### src/hdl/apdc_pkg.sv
package apdc_pkg;

  // samples averaged per control update (power of two, 1 to 16)
  localparam int unsigned AVG_SAMPLES = 4;
  localparam int unsigned AVG_LOG2    = $clog2(AVG_SAMPLES);
  localparam int unsigned CNT_W       = (AVG_SAMPLES > 1) ? $clog2(AVG_SAMPLES) : 1;

  // field widths
  localparam int unsigned SAMPLE_W = 12;
  localparam int unsigned SUM_W    = 16;
  localparam int unsigned ERR_W    = 13;
  localparam int unsigned DIFF_W   = 14;
  localparam int unsigned INTEG_W  = 32;
  localparam int unsigned GAIN_W   = 16;
  localparam int unsigned DUTY_W   = 10;
  localparam int unsigned FRAC_W   = 8;
  localparam int unsigned P_W      = GAIN_W + ERR_W;
  localparam int unsigned I_W      = GAIN_W + INTEG_W;
  localparam int unsigned D_W      = GAIN_W + DIFF_W;
  localparam int unsigned TOTAL_W  = I_W + 2;
  localparam int unsigned LIM_W    = DUTY_W + FRAC_W;

  // stream and configuration port widths
  localparam int unsigned IN_TDATA_W  = 16;
  localparam int unsigned OUT_TDATA_W = 16;
  localparam int unsigned CFG_ADDR_W  = 3;
  localparam int unsigned CFG_DATA_W  = 16;

  // register indexes
  localparam logic [CFG_ADDR_W-1:0] REG_SETPOINT  = 3'd0;
  localparam logic [CFG_ADDR_W-1:0] REG_KP        = 3'd1;
  localparam logic [CFG_ADDR_W-1:0] REG_KI_DT     = 3'd2;
  localparam logic [CFG_ADDR_W-1:0] REG_KD_PER_DT = 3'd3;
  localparam logic [CFG_ADDR_W-1:0] REG_DUTY_MIN  = 3'd4;
  localparam logic [CFG_ADDR_W-1:0] REG_DUTY_MAX  = 3'd5;

  // reset value of the upper duty limit
  localparam logic [DUTY_W-1:0] DUTY_MAX_RESET = 10'd999;

  // error value at which the derivative term is dropped
  localparam logic signed [ERR_W-1:0] D_SKIP_ERR = 13'sd1;

  // saturation limits of the integral
  localparam logic [INTEG_W-1:0] INTEG_POS_SAT = 32'h7FFF_FFFF;
  localparam logic [INTEG_W-1:0] INTEG_NEG_SAT = 32'h8000_0000;

endpackage

### src/hdl/averaged_pid_duty_controller.sv
// channel | direction | handshake              | word contents
// in_     | slave     | in_tvalid / in_tready  | sensor_sample
// out_    | master    | out_tvalid / out_tready| duty
// cfg_    | write     | cfg_we                 | register index and value
//
// one sample per cycle while in_tready is high; every AVG_SAMPLES-th sample yields a duty word
// an accepted sample loads the input stage of the five-stage pipe
// (input, error/integral, multipliers, sum, clamp)
// empty stages collapse, so samples keep flowing while a duty word waits
// rst_n clears the pipe, the group accumulator, the loop state and the registers
module averaged_pid_duty_controller (
  input  logic                                clk,
  input  logic                                rst_n,
  // sensor sample words
  input  logic                                in_tvalid,
  output logic                                in_tready,
  input  logic [apdc_pkg::IN_TDATA_W-1:0]     in_tdata,   // [11:0] sensor_sample
  // duty words
  output logic                                out_tvalid,
  input  logic                                out_tready,
  output logic [apdc_pkg::OUT_TDATA_W-1:0]    out_tdata,  // [9:0] duty
  // register writes
  input  logic                                cfg_we,
  input  logic [apdc_pkg::CFG_ADDR_W-1:0]     cfg_addr,
  input  logic [apdc_pkg::CFG_DATA_W-1:0]     cfg_wdata
);

  // configuration registers
  logic [apdc_pkg::SAMPLE_W-1:0]       setpoint_r;
  logic signed [apdc_pkg::GAIN_W-1:0]  kp_r;
  logic signed [apdc_pkg::GAIN_W-1:0]  ki_r;
  logic signed [apdc_pkg::GAIN_W-1:0]  kd_r;
  logic [apdc_pkg::DUTY_W-1:0]         duty_min_r;
  logic [apdc_pkg::DUTY_W-1:0]         duty_max_r;

  // loop state
  logic [apdc_pkg::SUM_W-1:0]          sum_r;
  logic [apdc_pkg::CNT_W-1:0]          cnt_r;
  logic signed [apdc_pkg::INTEG_W-1:0] integ_r;
  logic signed [apdc_pkg::ERR_W-1:0]   prev_err_r;

  // pipe stages
  logic                                s1_v_r;
  logic [apdc_pkg::SAMPLE_W-1:0]       s1_sample_r;
  logic                                s2_v_r;
  logic signed [apdc_pkg::ERR_W-1:0]   s2_err_r;
  logic signed [apdc_pkg::INTEG_W-1:0] s2_integ_r;
  logic signed [apdc_pkg::DIFF_W-1:0]  s2_diff_r;
  logic                                s3_v_r;
  logic signed [apdc_pkg::P_W-1:0]     s3_p_r;
  logic signed [apdc_pkg::I_W-1:0]     s3_i_r;
  logic signed [apdc_pkg::D_W-1:0]     s3_d_r;
  logic                                s4_v_r;
  logic signed [apdc_pkg::TOTAL_W-1:0] s4_total_r;
  logic                                s5_v_r;
  logic [apdc_pkg::DUTY_W-1:0]         s5_duty_r;

  // stage load enables
  logic rdy1, rdy2, rdy3, rdy4, rdy5;

  // stage 2 combinational
  logic [apdc_pkg::SUM_W-1:0]          sum_nxt;
  logic                                grp_end;
  logic [apdc_pkg::SAMPLE_W-1:0]       avg;
  logic signed [apdc_pkg::ERR_W-1:0]   err_nxt;
  logic signed [apdc_pkg::INTEG_W:0]   integ_wide;
  logic signed [apdc_pkg::INTEG_W-1:0] integ_nxt;
  logic signed [apdc_pkg::DIFF_W-1:0]  diff_nxt;

  // stage 4 and 5 combinational
  logic signed [apdc_pkg::TOTAL_W-1:0] total_nxt;
  logic signed [apdc_pkg::TOTAL_W-1:0] lim_lo;
  logic signed [apdc_pkg::TOTAL_W-1:0] lim_hi;
  logic [apdc_pkg::DUTY_W-1:0]         duty_nxt;

  // ready chain: a stage may load when it is empty or the next one loads
  assign rdy5 = !s5_v_r || out_tready;
  assign rdy4 = !s4_v_r || rdy5;
  assign rdy3 = !s3_v_r || rdy4;
  assign rdy2 = !s2_v_r || rdy3;
  assign rdy1 = !s1_v_r || rdy2;
  assign in_tready = rdy1;

  assign out_tvalid = s5_v_r;
  assign out_tdata  = {{(apdc_pkg::OUT_TDATA_W - apdc_pkg::DUTY_W){1'b0}}, s5_duty_r};

  // register writes, unknown indexes ignored
  always_ff @(posedge clk) begin
    if (!rst_n) begin
      setpoint_r <= '0;
      kp_r       <= '0;
      ki_r       <= '0;
      kd_r       <= '0;
      duty_min_r <= '0;
      duty_max_r <= apdc_pkg::DUTY_MAX_RESET;
    end else if (cfg_we) begin
      unique case (cfg_addr)
        apdc_pkg::REG_SETPOINT:  setpoint_r <= cfg_wdata[apdc_pkg::SAMPLE_W-1:0];
        apdc_pkg::REG_KP:        kp_r       <= $signed(cfg_wdata);
        apdc_pkg::REG_KI_DT:     ki_r       <= $signed(cfg_wdata);
        apdc_pkg::REG_KD_PER_DT: kd_r       <= $signed(cfg_wdata);
        apdc_pkg::REG_DUTY_MIN:  duty_min_r <= cfg_wdata[apdc_pkg::DUTY_W-1:0];
        apdc_pkg::REG_DUTY_MAX:  duty_max_r <= cfg_wdata[apdc_pkg::DUTY_W-1:0];
        default: ;
      endcase
    end
  end

  // input register
  always_ff @(posedge clk) begin
    if (!rst_n) begin
      s1_v_r <= 1'b0;
    end else if (rdy1) begin
      s1_v_r <= in_tvalid;
    end
  end

  always_ff @(posedge clk) begin
    if (rdy1 && in_tvalid) begin
      s1_sample_r <= in_tdata[apdc_pkg::SAMPLE_W-1:0];
    end
  end

  // group sum, average, error, saturating integral and error difference
  always_comb begin
    sum_nxt    = sum_r + apdc_pkg::SUM_W'(s1_sample_r);
    grp_end    = (cnt_r == apdc_pkg::CNT_W'(apdc_pkg::AVG_SAMPLES - 1));
    avg        = apdc_pkg::SAMPLE_W'(sum_nxt >> apdc_pkg::AVG_LOG2);
    err_nxt    = $signed({1'b0, setpoint_r}) - $signed({1'b0, avg});
    integ_wide = $signed({integ_r[apdc_pkg::INTEG_W-1], integ_r})
                 + $signed({{(apdc_pkg::INTEG_W + 1 - apdc_pkg::ERR_W)
                   {err_nxt[apdc_pkg::ERR_W-1]}}, err_nxt});
    if (integ_wide[apdc_pkg::INTEG_W] != integ_wide[apdc_pkg::INTEG_W-1]) begin
      integ_nxt = integ_wide[apdc_pkg::INTEG_W] ? $signed(apdc_pkg::INTEG_NEG_SAT)
                                                : $signed(apdc_pkg::INTEG_POS_SAT);
    end else begin
      integ_nxt = integ_wide[apdc_pkg::INTEG_W-1:0];
    end
    // derivative dropped when the error is exactly one
    if (err_nxt == apdc_pkg::D_SKIP_ERR) begin
      diff_nxt = '0;
    end else begin
      diff_nxt = $signed({err_nxt[apdc_pkg::ERR_W-1], err_nxt})
                 - $signed({prev_err_r[apdc_pkg::ERR_W-1], prev_err_r});
    end
  end

  always_ff @(posedge clk) begin
    if (!rst_n) begin
      sum_r      <= '0;
      cnt_r      <= '0;
      integ_r    <= '0;
      prev_err_r <= '0;
      s2_v_r     <= 1'b0;
    end else if (rdy2) begin
      s2_v_r <= s1_v_r && grp_end;
      if (s1_v_r) begin
        if (grp_end) begin
          sum_r      <= '0;
          cnt_r      <= '0;
          integ_r    <= integ_nxt;
          prev_err_r <= err_nxt;
        end else begin
          sum_r <= sum_nxt;
          cnt_r <= cnt_r + 1'b1;
        end
      end
    end
  end

  always_ff @(posedge clk) begin
    if (rdy2 && s1_v_r && grp_end) begin
      s2_err_r   <= err_nxt;
      s2_integ_r <= integ_nxt;
      s2_diff_r  <= diff_nxt;
    end
  end

  // the three gain products
  always_ff @(posedge clk) begin
    if (!rst_n) begin
      s3_v_r <= 1'b0;
    end else if (rdy3) begin
      s3_v_r <= s2_v_r;
    end
  end

  always_ff @(posedge clk) begin
    if (rdy3 && s2_v_r) begin
      s3_p_r <= kp_r * s2_err_r;
      s3_i_r <= ki_r * s2_integ_r;
      s3_d_r <= kd_r * s2_diff_r;
    end
  end

  // sum of terms in q.8
  assign total_nxt = $signed({{(apdc_pkg::TOTAL_W - apdc_pkg::P_W){s3_p_r[apdc_pkg::P_W-1]}},
                               s3_p_r})
                   + $signed({{(apdc_pkg::TOTAL_W - apdc_pkg::I_W){s3_i_r[apdc_pkg::I_W-1]}},
                               s3_i_r})
                   + $signed({{(apdc_pkg::TOTAL_W - apdc_pkg::D_W){s3_d_r[apdc_pkg::D_W-1]}},
                               s3_d_r});

  always_ff @(posedge clk) begin
    if (!rst_n) begin
      s4_v_r <= 1'b0;
    end else if (rdy4) begin
      s4_v_r <= s3_v_r;
    end
  end

  always_ff @(posedge clk) begin
    if (rdy4 && s3_v_r) begin
      s4_total_r <= total_nxt;
    end
  end

  // clamp to the duty limits, lower test first
  always_comb begin
    lim_lo = $signed({{(apdc_pkg::TOTAL_W - apdc_pkg::LIM_W){1'b0}}, duty_min_r,
                      {apdc_pkg::FRAC_W{1'b0}}});
    lim_hi = $signed({{(apdc_pkg::TOTAL_W - apdc_pkg::LIM_W){1'b0}}, duty_max_r,
                      {apdc_pkg::FRAC_W{1'b0}}});
    if (s4_total_r < lim_lo) begin
      duty_nxt = duty_min_r;
    end else if (s4_total_r > lim_hi) begin
      duty_nxt = duty_max_r;
    end else begin
      duty_nxt = s4_total_r[apdc_pkg::LIM_W-1:apdc_pkg::FRAC_W];
    end
  end

  // output register
  always_ff @(posedge clk) begin
    if (!rst_n) begin
      s5_v_r <= 1'b0;
    end else if (rdy5) begin
      s5_v_r <= s4_v_r;
    end
  end

  always_ff @(posedge clk) begin
    if (rdy5 && s4_v_r) begin
      s5_duty_r <= duty_nxt;
    end
  end

endmodule
### config.mk
export PLATFORM = sky130hd
export DESIGN_NAME = averaged_pid_duty_controller
export DESIGN_NICKNAME = d
export VERILOG_FILES = /design/src/hdl/apdc_pkg.sv /design/src/hdl/averaged_pid_duty_controller.sv
export SDC_FILE = /design/constraint.sdc
export NUM_CORES = 2
export LEC_CHECK = 0
export BUFFER_PORTS_ARGS = -buffer_cell sky130_fd_sc_hd__buf_2
export CORE_UTILIZATION = 54
export DETAILED_ROUTE_END_ITERATION = 10
export PLACE_DENSITY = 0.67
export SLEW_MARGIN = 25
export SYNTH_ARGS = -nofsm -noshare
export SYNTH_HDL_FRONTEND = slang
export SYNTH_SLANG_ARGS = --single-unit
### constraint.sdc
create_clock -name clk -period 13.3 [get_ports clk]
set_clock_uncertainty 0.15 [all_clocks]
set_input_delay 0.665 -clock clk [delete_from_list [all_inputs] [get_ports clk]]
set_output_delay 0.665 -clock clk [all_outputs]
set_load 0.02 [all_outputs]
==> results.txt <==
status: completed
# resized after CTS: 0
Yosys Warn Count: 0
WP buf/inv: 7
Clock power frac: 0.334
First DRT Iteration DRCs: 2544
slowest stage delay, CP: 690 ps
reg2reg setup slack: 5580 ps
cells on worst reg2reg path: 23
Clock transition at path regs: 50 ps
crit-path cells: clkinv_1 -> fa_1 -> inv_1 -> fa_1 -> fa_1 -> inv_1 -> fa_1 -> inv_1 -> fa_1 -> inv_1 -> fa_1 -> inv_1 -> ha_1 -> o21a_1 -> o21ai_0 -> inv_1 -> or3_1 -> o221ai_1 -> o211ai_1 -> a31oi_1 -> o41ai_1 -> a21oi_1 -> xnor2_1
worst reg2reg path endpoint: s3_d_r[29]
worst rel slew slack: 0.320
Max Buffers Root-to-Sink: 3
Via Count: 37600
Worst Hold Class: in -> reg
hpwl dp: 101000 µm
start of the worst register-to-register path: s2_diff_r[13]
Die Area: 0.101 mm²
number of endpoints failing setup at the final stage: 0
H-tree depth: 2
syn avg cell area: 9.53 µm²
fin area: 0.0564 mm²
internal power: 2.42 mW
CP Capture Point: s3_d_r[29]
# clock sinks: 384
GRT overflow: 0
RSZ-0062 raised after global routing: no
count of flip-flops with a built-in enable after synthesis: 238
cell area after synthesis: 0.0536 mm²
register area share after synthesis: 0.188
hold_ws: 79.0 ps
Max Clk Rate: 0.130 GHz
vias per cell: 5.47
CTS tree: yes
Synth Instances: 5629
Pre-antenna DRT Iters: 6
setup_tns: 0 ps
# DRC: 0
GRT Util Overall: 0.272
Die Wd: 317 µm
Tcrit/Tclk final: 0.581
total CTS buffers: 45
IO Port Bufs: 47
share of cells above drive strength 1: 0.0435
fin crit period: 7720 ps
Die Height: 317 µm
worst hold path stage count: 1
antenna violations before repair: 8
Worst setup EP type: flop
Final Hold Fails: 0
vias in the first global route: 38900
FF+latch count, synth: 384
pwr dens: 65.0 mW/mm²
FFs w/ async S/R, synth: 0
Distinct cells, synth: 94
layout net count: 6938
Worst Path Required: 13430 ps
Critical Path Start: s2_diff_r[13]
drt wl/cell: 19.0 µm
Crit path depth: 23
Routed WL: 130000 µm
RePlAce Congestion: 0.893
Slew @ Worst Pin: 1020 ps
Max VDD drop: 107 µV
top_reg_cell synth: edfxtp_1
CP top delay family: adder cells
Area Growth Syn to Fin: 5.18%
Sw Share: 0.339
Finished Layout Cells: 6876
max_cap viols: 0
Seq pwr share: 0.364
CP max-delay cell: xnor2_1
initial core utilization: 0.545
buffer count from post-CTS setup fixing: 0
Comb power frac: 0.303
Clk Latency, worst-skew pair: 630 ps
arrival time at the worst endpoint: 7850 ps
first-pass GRT wire length: 210000 µm
CORE AREA: 0.0984 mm²
PnR Total Power: 3.66 mW
Leak: 26.1 nW
Post-Place Cell Area: 0.0550 mm²
IO Pins: 58
Switch Pwr: 1.24 mW
largest net degree at the start of global routing: 78
Slew Limit Fails: 0
Crit Path Category: reg -> reg
Hold-fix buffers, CTS: 0
Critical Path Fanout Max: 9
Rows: 115
post-route ant nets: 0
critical path startpoint category: flop
placed insts: 6790
root buffer cell: clkbuf_16
[worst register-to-register path, stage by stage (launching register included)]
cell      delay (ps)
edfxtp_1         650
clkinv_1         530
fa_1             680
inv_1             50
fa_1             450
fa_1             550
inv_1             60
fa_1             520
inv_1             50
fa_1             480
inv_1             50
fa_1             470
inv_1             40
ha_1             320
o21a_1           130
o21ai_0           90
inv_1             80
or3_1             90
o221ai_1         200
o211ai_1         340
a31oi_1          170
o41ai_1          420
a21oi_1          140
xnor2_1          690
[kinds of logic after synthesis]
logic type,after synthesis,share of synthesized area
other,1,0.0000699
xor gates and xnor gates,213,0.0348
AOI/OAI and AO/OA,749,0.0912
buffers and inverters,1308,0.0925
and+or+nand+nor,1601,0.141
muxes,25,0.00485
adders and majority gates,1348,0.448
DFF,384,0.188
[worst min path at each step]
| stage | end | start | slack (ps) |
|---|---|---|---|
| floorplan | sum_r[11] | sum_r[11] | 290 |
| finish | s1_sample_r[7] | in_tdata[7] | 80 |
| global route | s1_sample_r[4] | in_tdata[4] | 60 |
| CTS | s1_sample_r[7] | in_tdata[7] | 40 |
| global placement | prev_err_r[10] | prev_err_r[10] | 290 |
| detailed placement | prev_err_r[11] | prev_err_r[11] | 300 |
[stage by stage]
stage               setup WS (ps)   util
floorplan                    6550      -
global placement             5730  0.558
detailed placement           5650  0.558
CTS                          5610  0.573
global route                 5130  0.573
finish                       5580  0.573
[Yosys cell counts (all sizes together) (146+ instances only)]
cell type  number  area share
inv          1090       0.076
nor2          169       0.012
nand2         805       0.056
dfxtp         146       0.054
o21ai         172       0.017
ha            395       0.092
and2          373       0.044
fa            953        0.36
clkbuf        197       0.014
a21oi         264       0.025
edfxtp        238        0.13
xnor2         150       0.024
[sequential cells by signal, indices dropped and copies added (netlist names), 16 cells and up]
name and cells:
kp_r 16, kd_r 16, s3_d_r 30, s2_integ_r 32
ki_r 16, s3_i_r 48, s4_total_r 50, s3_p_r 29
integ_r 32
[routing by layer]
metal	GRT usage	vias to the layer above	part of all wire
li1	-	17400	-
met1	0.362	18800	0.43
met2	0.429	1167	0.45
met3	0.0660	236	0.081
met4	0.107	8	0.043
met5	0	-	0.00040
[power groups by stage]
stage,logic (mW),registers (mW),clock network [mW]
final,1.11,1.33,1.22
after detailed placement,1.11,1.36,0
after global routing,1.25,1.33,1.29
after CTS,1.12,1.33,1.26
after global placement,1.09,1.36,0
after floorplan,0.772,1.34,0
[final cells by class]
class                      instances  area (µm²)
antenna                            3        7.51
clock buffer                      57        1210
clock inverter                    26         226
fill                            8700       42000
inverter                        1092        4100
multi-input combinational       3942       38700
sequential                       384       10100
tap                             1287        1610
timing repair buffer              85         520
[placed cells by master, fill, tap and decap left out, types with 39 or more instances in the layout]
cell / n
fa_1: 953
xnor2_1: 150
dfxtp_1: 138
nand2b_1: 52
o21ai_0: 142
buf_2: 47
xor2_1: 63
clkbuf_16: 46
inv_1: 1088
nand2_1: 805
a21o_1: 79
a21oi_1: 262
nor2_1: 167
ha_1: 395
and2_1: 373
edfxtp_1: 238
nor3_1: 39
(Power assumes the default switching activity.)
